[src/servo_pulse_slew_limiter_unit_defines.svh]
// Assertion macros shared by the servo pulse slew limiter RTL.
`ifndef SERVO_PULSE_SLEW_LIMITER_UNIT_DEFINES_SVH
`define SERVO_PULSE_SLEW_LIMITER_UNIT_DEFINES_SVH

// Checks that the consequent holds in the same cycle as the antecedent.
`define SPSL_ASSERT_SAME(label, clk, rst, ante, cons) \
  label: assert property (@(posedge clk) disable iff (rst) (ante) |-> (cons)) \
    else $error("spsl: same-cycle check failed");

// Checks that the consequent holds in the cycle after the antecedent.
`define SPSL_ASSERT_NEXT(label, clk, rst, ante, cons) \
  label: assert property (@(posedge clk) disable iff (rst) (ante) |=> (cons)) \
    else $error("spsl: next-cycle check failed");

`endif

[src/spsl_pkg.sv]
// Shared types, codes and constants of the servo pulse slew limiter.
`default_nettype none
package spsl_pkg;

  localparam int CHANNELS = 2;
  localparam int CH_W = (CHANNELS > 1) ? $clog2(CHANNELS) : 1;

  localparam int PULSE_W = 15;
  localparam int REQ_W = 16;
  localparam int DEADBAND_W = 10;
  localparam int CFG_INDEX_W = 3;
  localparam int CFG_DATA_W = 15;

  localparam logic [1:0] CMD_SET_TARGET = 2'd0;
  localparam logic [1:0] CMD_TICK = 2'd1;
  localparam logic [1:0] CMD_CENTER = 2'd2;

  localparam logic [CFG_INDEX_W-1:0] REG_STEER_MIN = 3'd0;
  localparam logic [CFG_INDEX_W-1:0] REG_STEER_MAX = 3'd1;
  localparam logic [CFG_INDEX_W-1:0] REG_AUX_MIN = 3'd2;
  localparam logic [CFG_INDEX_W-1:0] REG_AUX_MAX = 3'd3;
  localparam logic [CFG_INDEX_W-1:0] REG_DEADBAND = 3'd4;
  localparam logic [CFG_INDEX_W-1:0] REG_SLEW_STEP = 3'd5;
  localparam logic [CFG_INDEX_W-1:0] REG_CENTER = 3'd6;

  localparam logic [PULSE_W-1:0] RESET_MIN_PULSE = 15'd1000;
  localparam logic [PULSE_W-1:0] RESET_MAX_PULSE = 15'd2000;
  localparam logic [DEADBAND_W-1:0] RESET_DEADBAND = 10'd4;
  localparam logic [PULSE_W-1:0] RESET_SLEW_STEP = 15'd10;
  localparam logic [PULSE_W-1:0] RESET_CENTER = 15'd1500;

  typedef struct packed {
    logic [PULSE_W-1:0]    steer_min;
    logic [PULSE_W-1:0]    steer_max;
    logic [PULSE_W-1:0]    aux_min;
    logic [PULSE_W-1:0]    aux_max;
    logic [DEADBAND_W-1:0] deadband;
    logic [PULSE_W-1:0]    slew_step;
    logic [PULSE_W-1:0]    center;
  } cfg_t;

  typedef struct packed {
    logic [PULSE_W-1:0] target;
    logic [PULSE_W-1:0] current;
  } entry_t;

endpackage
`default_nettype wire

[src/spsl_ram.sv]
// Generic single-write, single-read synchronous RAM with registered read data.
`default_nettype none
module spsl_ram #(
  parameter int WIDTH = 30,
  parameter int DEPTH = 2,
  localparam int ADDR_W = (DEPTH > 1) ? $clog2(DEPTH) : 1
) (
  input  wire logic              clk,
  input  wire logic              we,
  input  wire logic [ADDR_W-1:0] waddr,
  input  wire logic [WIDTH-1:0]  wdata,
  input  wire logic              re,
  input  wire logic [ADDR_W-1:0] raddr,
  output logic      [WIDTH-1:0]  rdata
);

  logic [WIDTH-1:0] mem [DEPTH];

  always_ff @(posedge clk) begin
    if (we) begin
      mem[waddr] <= wdata;
    end
  end

  always_ff @(posedge clk) begin
    if (re) begin
      rdata <= mem[raddr];
    end
  end

endmodule
`default_nettype wire

[src/spsl_cfg_regs.sv]
// Configuration register file of the servo pulse slew limiter.
`default_nettype none
module spsl_cfg_regs (
  input  wire logic                               clk,
  input  wire logic                               rst,
  input  wire logic                               cfg_we,
  input  wire logic [spsl_pkg::CFG_INDEX_W-1:0]   cfg_index,
  input  wire logic [spsl_pkg::CFG_DATA_W-1:0]    cfg_data,
  output spsl_pkg::cfg_t                          cfg
);

  always_ff @(posedge clk) begin
    if (rst) begin
      cfg.steer_min <= spsl_pkg::RESET_MIN_PULSE;
      cfg.steer_max <= spsl_pkg::RESET_MAX_PULSE;
      cfg.aux_min   <= spsl_pkg::RESET_MIN_PULSE;
      cfg.aux_max   <= spsl_pkg::RESET_MAX_PULSE;
      cfg.deadband  <= spsl_pkg::RESET_DEADBAND;
      cfg.slew_step <= spsl_pkg::RESET_SLEW_STEP;
      cfg.center    <= spsl_pkg::RESET_CENTER;
    end else if (cfg_we) begin
      unique case (cfg_index)
        spsl_pkg::REG_STEER_MIN: cfg.steer_min <= cfg_data;
        spsl_pkg::REG_STEER_MAX: cfg.steer_max <= cfg_data;
        spsl_pkg::REG_AUX_MIN:   cfg.aux_min <= cfg_data;
        spsl_pkg::REG_AUX_MAX:   cfg.aux_max <= cfg_data;
        spsl_pkg::REG_DEADBAND:  cfg.deadband <= cfg_data[spsl_pkg::DEADBAND_W-1:0];
        spsl_pkg::REG_SLEW_STEP: cfg.slew_step <= cfg_data;
        spsl_pkg::REG_CENTER:    cfg.center <= cfg_data;
        default: begin
        end
      endcase
    end
  end

endmodule
`default_nettype wire

[src/servo_pulse_slew_limiter_unit.sv]
// Servo pulse slew limiter: a sequencer around one state RAM holding each channel's widths.
//
// Input channel (in_valid/in_ready) carries cmd, servo_index and requested_pulse.
// A set-target transfer reads the channel's entry and writes it back in the next cycle,
// in ST_SET_WB, and gives no result.
// A tick reads and writes back each channel in turn, holding while the output stalls, and
// emits one result per channel in channel order; the last carries last_of_run.
// A center writes each channel in turn without a read and emits its result.
// Tick and center results are loaded into the output register from ST_TICK_WB or ST_CENTER.
// The rate is set by the state RAM's single port pair: every tick or set-target update
// is a read, then a write-back; a center only writes; in_ready is high only between items.
// Results sit in an output register (out_valid/out_ready); a finished result waits there
// and the next item is taken meanwhile. If the receiver stalls, the sequencer holds in its
// write-back step until the register frees, with read data kept in the RAM output.
// The configuration port (cfg_we, cfg_index, cfg_data) writes one register per cycle.
// Reset clears the registers to their defaults and marks every RAM entry as unwritten;
// an unwritten entry reads as 1500 for both widths, so no clearing pass is needed.
`default_nettype none
`include "servo_pulse_slew_limiter_unit_defines.svh"
module servo_pulse_slew_limiter_unit (
  input  wire logic                                clk,
  input  wire logic                                rst,
  input  wire logic                                cfg_we,
  input  wire logic [spsl_pkg::CFG_INDEX_W-1:0]    cfg_index,
  input  wire logic [spsl_pkg::CFG_DATA_W-1:0]     cfg_data,
  input  wire logic                                in_valid,
  output logic                                     in_ready,
  input  wire logic [1:0]                          cmd,
  input  wire logic [1:0]                          servo_index,
  input  wire logic [spsl_pkg::REQ_W-1:0]          requested_pulse,
  output logic                                     out_valid,
  input  wire logic                                out_ready,
  output logic                                     out_channel,
  output logic      [spsl_pkg::PULSE_W-1:0]        pulse_level,
  output logic                                     last_of_run
);

  localparam int CH_W = spsl_pkg::CH_W;
  localparam int PW = spsl_pkg::PULSE_W;
  localparam logic [CH_W-1:0] LAST_CH = CH_W'(spsl_pkg::CHANNELS - 1);

  typedef enum logic [2:0] {
    ST_IDLE,
    ST_SET_WB,
    ST_TICK_RD,
    ST_TICK_WB,
    ST_CENTER
  } state_t;

  state_t state;
  logic [CH_W-1:0] ch_cnt;
  logic [CH_W-1:0] idx_q;
  logic [spsl_pkg::REQ_W-1:0] req_q;
  logic [spsl_pkg::CHANNELS-1:0] entry_valid;
  logic rd_valid;

  spsl_pkg::cfg_t cfg;
  spsl_pkg::entry_t ram_wdata;
  spsl_pkg::entry_t ram_rdata;
  spsl_pkg::entry_t rd_entry;
  logic ram_we;
  logic ram_re;
  logic [CH_W-1:0] ram_waddr;
  logic [CH_W-1:0] ram_raddr;

  logic accept;
  logic idx_ok;
  logic out_free;
  logic out_load;
  logic last_ch;

  logic [PW-1:0] lo;
  logic [PW-1:0] hi;
  logic [spsl_pkg::REQ_W-1:0] req_lo;
  logic [PW-1:0] clamped;
  logic [PW-1:0] delta;
  logic [PW-1:0] set_target;
  logic up;
  logic [PW-1:0] span;
  logic [PW-1:0] span_lim;
  logic [PW-1:0] tick_current;
  logic [PW-1:0] out_level;

  spsl_cfg_regs u_cfg (
    .clk       (clk),
    .rst       (rst),
    .cfg_we    (cfg_we),
    .cfg_index (cfg_index),
    .cfg_data  (cfg_data),
    .cfg       (cfg)
  );

  spsl_ram #(
    .WIDTH ($bits(spsl_pkg::entry_t)),
    .DEPTH (spsl_pkg::CHANNELS)
  ) u_ram (
    .clk   (clk),
    .we    (ram_we),
    .waddr (ram_waddr),
    .wdata (ram_wdata),
    .re    (ram_re),
    .raddr (ram_raddr),
    .rdata (ram_rdata)
  );

  assign in_ready = (state == ST_IDLE);
  assign accept = in_valid && in_ready;
  assign idx_ok = 32'(servo_index) < 32'(spsl_pkg::CHANNELS);
  assign out_free = !out_valid || out_ready;
  assign last_ch = (ch_cnt == LAST_CH);

  assign rd_entry = rd_valid ? ram_rdata
                             : spsl_pkg::entry_t'{target: spsl_pkg::RESET_CENTER,
                                                  current: spsl_pkg::RESET_CENTER};

  assign lo = (idx_q == CH_W'(0)) ? cfg.steer_min : cfg.aux_min;
  assign hi = (idx_q == CH_W'(0)) ? cfg.steer_max : cfg.aux_max;
  assign req_lo = (req_q < {1'b0, lo}) ? {1'b0, lo} : req_q;
  assign clamped = (req_lo > {1'b0, hi}) ? hi : req_lo[PW-1:0];
  assign delta = (clamped >= rd_entry.target) ? clamped - rd_entry.target
                                              : rd_entry.target - clamped;
  assign set_target = (delta >= PW'(cfg.deadband)) ? clamped : rd_entry.target;

  assign up = rd_entry.target > rd_entry.current;
  assign span = up ? rd_entry.target - rd_entry.current : rd_entry.current - rd_entry.target;
  assign span_lim = (span > cfg.slew_step) ? cfg.slew_step : span;
  assign tick_current = up ? rd_entry.current + span_lim : rd_entry.current - span_lim;

  always_comb begin
    ram_re = 1'b0;
    ram_raddr = ch_cnt;
    ram_we = 1'b0;
    ram_waddr = ch_cnt;
    ram_wdata = rd_entry;
    out_load = 1'b0;
    out_level = tick_current;
    unique case (state)
      ST_IDLE: begin
        if (accept && cmd == spsl_pkg::CMD_SET_TARGET && idx_ok) begin
          ram_re = 1'b1;
          ram_raddr = servo_index[CH_W-1:0];
        end else if (accept && cmd == spsl_pkg::CMD_TICK) begin
          ram_re = 1'b1;
          ram_raddr = '0;
        end
      end
      ST_SET_WB: begin
        ram_we = 1'b1;
        ram_waddr = idx_q;
        ram_wdata = '{target: set_target, current: rd_entry.current};
      end
      ST_TICK_RD: begin
        ram_re = 1'b1;
      end
      ST_TICK_WB: begin
        ram_we = out_free;
        ram_wdata = '{target: rd_entry.target, current: tick_current};
        out_load = out_free;
      end
      ST_CENTER: begin
        ram_we = out_free;
        ram_wdata = '{target: cfg.center, current: cfg.center};
        out_load = out_free;
        out_level = cfg.center;
      end
      default: begin
      end
    endcase
  end

  always_ff @(posedge clk) begin
    if (rst) begin
      state <= ST_IDLE;
      ch_cnt <= '0;
      entry_valid <= '0;
      rd_valid <= 1'b0;
      out_valid <= 1'b0;
    end else begin
      if (ram_re) begin
        rd_valid <= entry_valid[ram_raddr];
      end
      if (ram_we) begin
        entry_valid[ram_waddr] <= 1'b1;
      end
      if (out_load) begin
        out_valid <= 1'b1;
        out_channel <= ch_cnt[0];
        pulse_level <= out_level;
        last_of_run <= last_ch;
      end else if (out_ready) begin
        out_valid <= 1'b0;
      end
      unique case (state)
        ST_IDLE: begin
          ch_cnt <= '0;
          idx_q <= servo_index[CH_W-1:0];
          req_q <= requested_pulse;
          if (accept) begin
            if (cmd == spsl_pkg::CMD_SET_TARGET && idx_ok) begin
              state <= ST_SET_WB;
            end else if (cmd == spsl_pkg::CMD_TICK) begin
              state <= ST_TICK_WB;
            end else if (cmd == spsl_pkg::CMD_CENTER) begin
              state <= ST_CENTER;
            end
          end
        end
        ST_SET_WB: begin
          state <= ST_IDLE;
        end
        ST_TICK_RD: begin
          state <= ST_TICK_WB;
        end
        ST_TICK_WB: begin
          if (out_free) begin
            if (last_ch) begin
              state <= ST_IDLE;
            end else begin
              ch_cnt <= ch_cnt + CH_W'(1);
              state <= ST_TICK_RD;
            end
          end
        end
        ST_CENTER: begin
          if (out_free) begin
            if (last_ch) begin
              state <= ST_IDLE;
            end else begin
              ch_cnt <= ch_cnt + CH_W'(1);
            end
          end
        end
        default: begin
          state <= ST_IDLE;
        end
      endcase
    end
  end

  `SPSL_ASSERT_SAME(a_no_rw_overlap, clk, rst, ram_we, !ram_re)
  `SPSL_ASSERT_SAME(a_load_when_free, clk, rst, out_load, (!out_valid || out_ready))
  `SPSL_ASSERT_SAME(a_last_is_top_channel, clk, rst, (out_valid && last_of_run),
    (out_channel == LAST_CH[0]))
  `SPSL_ASSERT_NEXT(a_tick_starts_wb, clk, rst, (accept && cmd == spsl_pkg::CMD_TICK),
    (state == ST_TICK_WB && ch_cnt == CH_W'(0)))

endmodule
`default_nettype wire
[config.mk]
export PLATFORM = sky130hd
export DESIGN_NAME = servo_pulse_slew_limiter_unit
export DESIGN_NICKNAME = d
export VERILOG_FILES = /design/src/spsl_pkg.sv /design/src/spsl_ram.sv /design/src/spsl_cfg_regs.sv /design/src/servo_pulse_slew_limiter_unit.sv
export VERILOG_INCLUDE_DIRS = /design/src /design/src/src
export SDC_FILE = /design/constraint.sdc
export NUM_CORES = 1
export LEC_CHECK = 0
export BUFFER_PORTS_ARGS = -buffer_cell sky130_fd_sc_hd__buf_2
export CAP_MARGIN = 20
export CORE_UTILIZATION = 60
export CTS_CLUSTER_DIAMETER = 50
export DETAILED_ROUTE_END_ITERATION = 16
export GPL_TIMING_DRIVEN = 1
export PLACE_DENSITY = 0.87
export SKIP_LAST_GASP = 1
export SYNTH_ARGS = -nofsm -noshare
export SYNTH_HDL_FRONTEND = slang
export SYNTH_SLANG_ARGS = --single-unit
[constraint.sdc]
create_clock -name clk -period 17.8 [get_ports clk]
set_input_delay 0.89 -clock clk [delete_from_list [all_inputs] [get_ports clk]]
set_output_delay 0.89 -clock clk [all_outputs]
set_load 0.01 [all_outputs]
* After elaboration in Yosys (flattened, before gate mapping)
Memories as Yosys holds them, arrays and structs flattened. A register that Yosys moved wholly into a read port is not among the register bits. Index checks and enable logic that the tools add are counted.
Word-level totals: input bits 43, memories kept 1, RAM bits 60, output and inout bits 19, register bits 141, logic and storage cells 120
Operators by class: equal/unequal tests 18, reductions and logical operators 25, magnitude comparators 10, muxes and demuxes 41, add/sub/neg operators 7, bitwise gates (word level) 2
Memories:
- u_ram.mem | words 2, width 30, read ports 1, clocked after Yosys merged registers in 1, wr ports 1, RTL line spsl_ram.sv:17 | logic [WIDTH-1:0] mem [DEPTH];
Operators with widths (number):
- $mux 15 | 9
- $pmux 30 s3 | 1
- $sub 15x15->15 | 5
- $gt 15x15->1 | 2
- $mux 30 | 1
- $mux 3 | 7
- $reduce_and 2->1 | 10
- $gt 16x15->1 | 1
- $lt 16x15->1 | 1
- $mux 1 | 16
- $mux 16 | 1
- $add 15x15->15 | 1
- $ge 15x10->1 | 1
- $ge 15x15->1 | 1
- $eq 3x2->1 const B | 4
- $eq 3x3->1 const B | 4
- $pmux 3 s4 | 1
- $eq 3x1->1 const B | 2
- $logic_and 1x1->1 | 6
- $logic_not 3->1 | 2
- $ne 2x2->1 const B | 3
- $pmux 1 s2 | 3
- $reduce_and 5->1 | 1
- $lt 1x2->1 const B | 2
- 16 further kinds | 18

* Logic depth before layout (Yosys ltp)
depth after elaboration 10, gate-level depth with buffers 47, depth with buffers taken out 43

* Cells and area by module
From an unflattened synthesis, not the netlist that was laid out.
Unflattened totals: cell total of the unflattened synthesis 1568, area, all modules 15673.8 µm²
By module, submodules not included:
- servo_pulse_slew_limiter_unit | cells an instance 1079, instances 1, seq. area each 1151.1 µm², area each 8546.9 µm²
- spsl_cfg_regs | cells an instance 364, instances 1, seq. area each 2001.9 µm², area each 3927.5 µm²
- spsl_ram | cells an instance 125, instances 1, seq. area each 2702.6 µm², area each 3199.3 µm²

* Least setup slack after synthesis
Ideal clock, no wire load.
path type register to register, from register idx_q, to memory u_ram.mem[0][15], data pin, data arrival time 9.020 ns, library setup time 0.265 ns, data required time 17.535 ns, stages on the path, launching flop included 46, clock period less this slack 9.285 ns, buffers on the path 7, slack 8.515 ns, cell sequence edfxtp_1 buf_2 buf_1 mux2i_1 ha_1 a21o_1 a21o_1 a21oi_1 nor2b_1 o21ai_0 nand2_1 a21oi_1 buf_2 mux2_2 inv_1 ha_1 o21ai_0 nand2b_1 [10 not listed] nand4_1 o21ai_0 o32ai_2 o21ai_2 buf_6 clkbuf_1 mux2i_1 xor2_1 ha_1 a21o_1 a21o_1 a21o_1 a211oi_1 o21ai_0 a22oi_2 o2111a_2 nor2_2 a221o_1
RTL lines:
- start: declaration | RTL line servo_pulse_slew_limiter_unit.sv:52 | logic [CH_W-1:0] idx_q;
- start signal: assignment | RTL line servo_pulse_slew_limiter_unit.sv:196 | idx_q <= servo_index[CH_W-1:0];
- end: declaration | RTL line spsl_ram.sv:17

==> out/results.tsv <==
stage	metric	value	unit
setup_path	cp_common_cell	a21o_1	
final_layout	drive_above_1_share	11.9	%
floorplan	num_rows	57	
yosys	synth-edff-count	123	
setup_path	crit_fanout	32	
yosys	syn-mean-instance-area	9.06	µm²
drt	wl	44000	µm
yosys	ys_top_cells_by_count	nand2_1 (291), a21oi_1 (159), inv_1 (129)	
clocking	cts_sinks	231	
setup_path	r2r_slack	7.41	ns
setup_path	r2r-start	idx_q	
yosys	seq_area_frac_synth	39.2	%
drt	drcViolationCount	0	
final_layout	fin_nets	1858	
global_routing	grt_usage	33.9	%
global_routing	antenna_found_initial	0	
min_path	hold_class	register to register	
floorplan	initial_core_util	61.3	%
final_layout	nFillCells	1878	
drt	drt-pass1-iter-count	12	
timing	fin_skew	0.0266	ns
setup_path	critPathLaunch	idx_q	
setup_path	end_kind	register	
placement	dp_hpwl	33000	µm
timing	period_share	58.4	%
yosys	syn_inst	1651	
yosys	async_flop_share	0	%
drt	via_count	12700	
final_layout	syn2layout_area_growth	9.71	%
global_routing	grt_start_max_net_pins	83	
yosys	synth.most_common_cell	nand2_1	
setup_path	max_stage_delay	0.76	ns
timing	slew_headroom	31.8	%
clocking	cts_made_buffers	27	
clocking	cts_root_buffer	clkbuf_16	
clocking	cts_resized	0	
drt	viasPerCell	6.28	
final_layout	fin_area	0.0164	mm²
floorplan	die_h	160	µm
timing	setup_viol	0	
clocking	cts_buffer_depth	3	
setup_path	r2r_end	u_ram.mem[1][25]	
min_path	hold_depth	2	
global_routing	grt_pass1_wl	66400	µm
drt	wl_per_cell	21.7	µm
timing	rsz0062_at_grt	false	
setup_path	setup.worst_path.end	u_ram.mem[1][25]	
clocking	htreeDepth	1	
drt	drt-initial-drc-count	1132	
status	status	complete, no violations	
placement	place.gp.congestion	1.07	
setup_path	cp.arrival	10.64	ns
yosys	ys.flop_type	edfxtp_1	
final_layout	num_antenna_cells	0	
placement	io_buffers	61	
yosys	synth_top_area_share	24.7	%
timing	worst_hold_slack	0.454	ns
floorplan	dieArea	0.0256	mm²
placement	placed_cell_area	0.0154	mm²
timing	final_max_slew_viol_count	0	
timing	max_slew.worst_pin.slew	1.02	ns
clocking	clkTransAtPathRegs	0.06	ns
timing	final.setup.tns	0	ns
floorplan	io_pins	62	
yosys	synth_nets	1827	
yosys	synth-seq-cells	231	
clocking	cts_tree	done	
setup_path	r2r_cells	44	
setup_path	crit_slowest_cell	o21ai_2	
flow_run	maxCapViolations	0	
setup_path	required	18.05	ns
yosys	syn_area	0.0150	mm²
floorplan	core_area	0.0244	mm²
clocking	cts_hold_buf	0	
global_routing	overflow	0	
clocking	clock_latency	0.55	ns
floorplan	fp.dieW	160	µm
yosys	yosysTopAreaCell	edfxtp_1	
final_layout	utilization	67.3	%
timing	timing.fmax	96.2	MHz
setup_path	critPathKind	register to register	
setup_path	start_kind	register	
yosys	ys.warnings.count	0	
clocking	post-cts-setup-buffers	0	
global_routing	grt_pass1_vias	12300	
drt	ant_nets	0	
yosys	synth_area_leaders	edfxtp_1 (25%), dfxtp_1 (14%), ha_1 (11%), nand2_1 (7.3%), a21oi_1 (5.3%)	
yosys	ys_types	79	
timing	fin_crit	10.39	ns
timing	finalHoldViolCount	0	
==> worst min path at each step <==
stage / startpoint / endpoint / slack, ns
final: u_cfg.cfg[84] / u_cfg.cfg[84] / 0.45
after global routing: u_cfg.cfg[53] / u_cfg.cfg[53] / 0.48
after CTS: u_cfg.cfg[84] / u_cfg.cfg[84] / 0.45
after detailed placement: u_cfg.cfg[84] / u_cfg.cfg[84] / 0.45
after global placement: u_cfg.cfg[72] / u_cfg.cfg[72] / 0.44
after floorplan: u_cfg.cfg[69] / u_cfg.cfg[69] / 0.43
==> per-stage QoR <==
stage               cells  worst slack [ns]
floorplan            1651              8.52
detailed placement   1974              7.59
global route         2026              6.62
CTS                  2023              7.52
finish               2026              7.41
global placement     1974              7.72
==> layout make-up <==
type	instances	area [µm²]	area share, %
Sequential cell	231	5860	35.7
Multi-Input combinational cell	1216	8300	50.6
Tap cell	324	405	2.47
Timing Repair Buffer	77	445	2.72
Clock buffer	38	757	4.61
Clock inverter	11	160	0.976
Inverter	129	484	2.95
==> metal layers <==
layer,track usage [%],up-vias,wire length (µm)
li1,-,5905,-
met1,41.0,6005,17000
met2,57.1,654,20600
met3,4.83,163,3400
met4,21.0,0,3000
met5,0,-,0
==> registers in the layout, indices dropped and copies added, names as in the netlist <==
register / count
out_valid: 1
idx_q: 1
last_of_run: 1
entry_valid: 2
u_ram.mem: 60
u_cfg.cfg: 100
pulse_level: 15
state: 3
ch_cnt: 1
req_q: 16
u_ram.rdata: 30
rd_valid: 1
==> cell families after synthesis <==
| kind of cell | synth area share (%) |
|---|---|
| buffers and inverters | 5.51 |
| and+or+nand+nor | 16.8 |
| AOI/OAI and AO/OA | 16.7 |
| DFF | 39.2 |
| adders and majority gates | 11.4 |
| muxes | 7.81 |
| xor gates and xnor gates | 2.73 |
==> placed cells by master (no fill, tap or decap), types with 7 or more instances in the layout <==
cell	n
edfxtp_1	123
ha_1	128
inv_1	129
o221ai_1	21
nand2b_1	26
and3_1	8
clkbuf_16	27
a21boi_0	8
nor3_1	14
o21a_1	17
dfxtp_1	108
a211oi_1	9
nand2_1	291
nand4_1	17
nand3b_1	37
o21bai_1	10
clkbuf_1	7
mux2i_1	57
a21o_1	29
a221o_1	10
buf_2	61
a31oi_1	9
mux2_2	53
nand3_1	17
o21ai_0	65
xor2_1	16
or3_1	7
a21oi_1	159
buf_4	15
nor2_1	76
xnor2_1	28
nor2b_1	13
==> critical path: cells and delay by family, from the launching register on <==
kind	cells	cell delay [ns]
AOI/OAI and AO/OA	26	5.43
adders and majority gates	4	1.32
buffers and inverters	4	1.04
muxes	3	1.00
and+or+nand+nor	6	0.87
DFF	1	0.32
xor gates and xnor gates	1	0.09
Power is left out: the tool's default activity adds up to more than one toggle a clock period on the data nets, which glitch-free logic cannot reach.
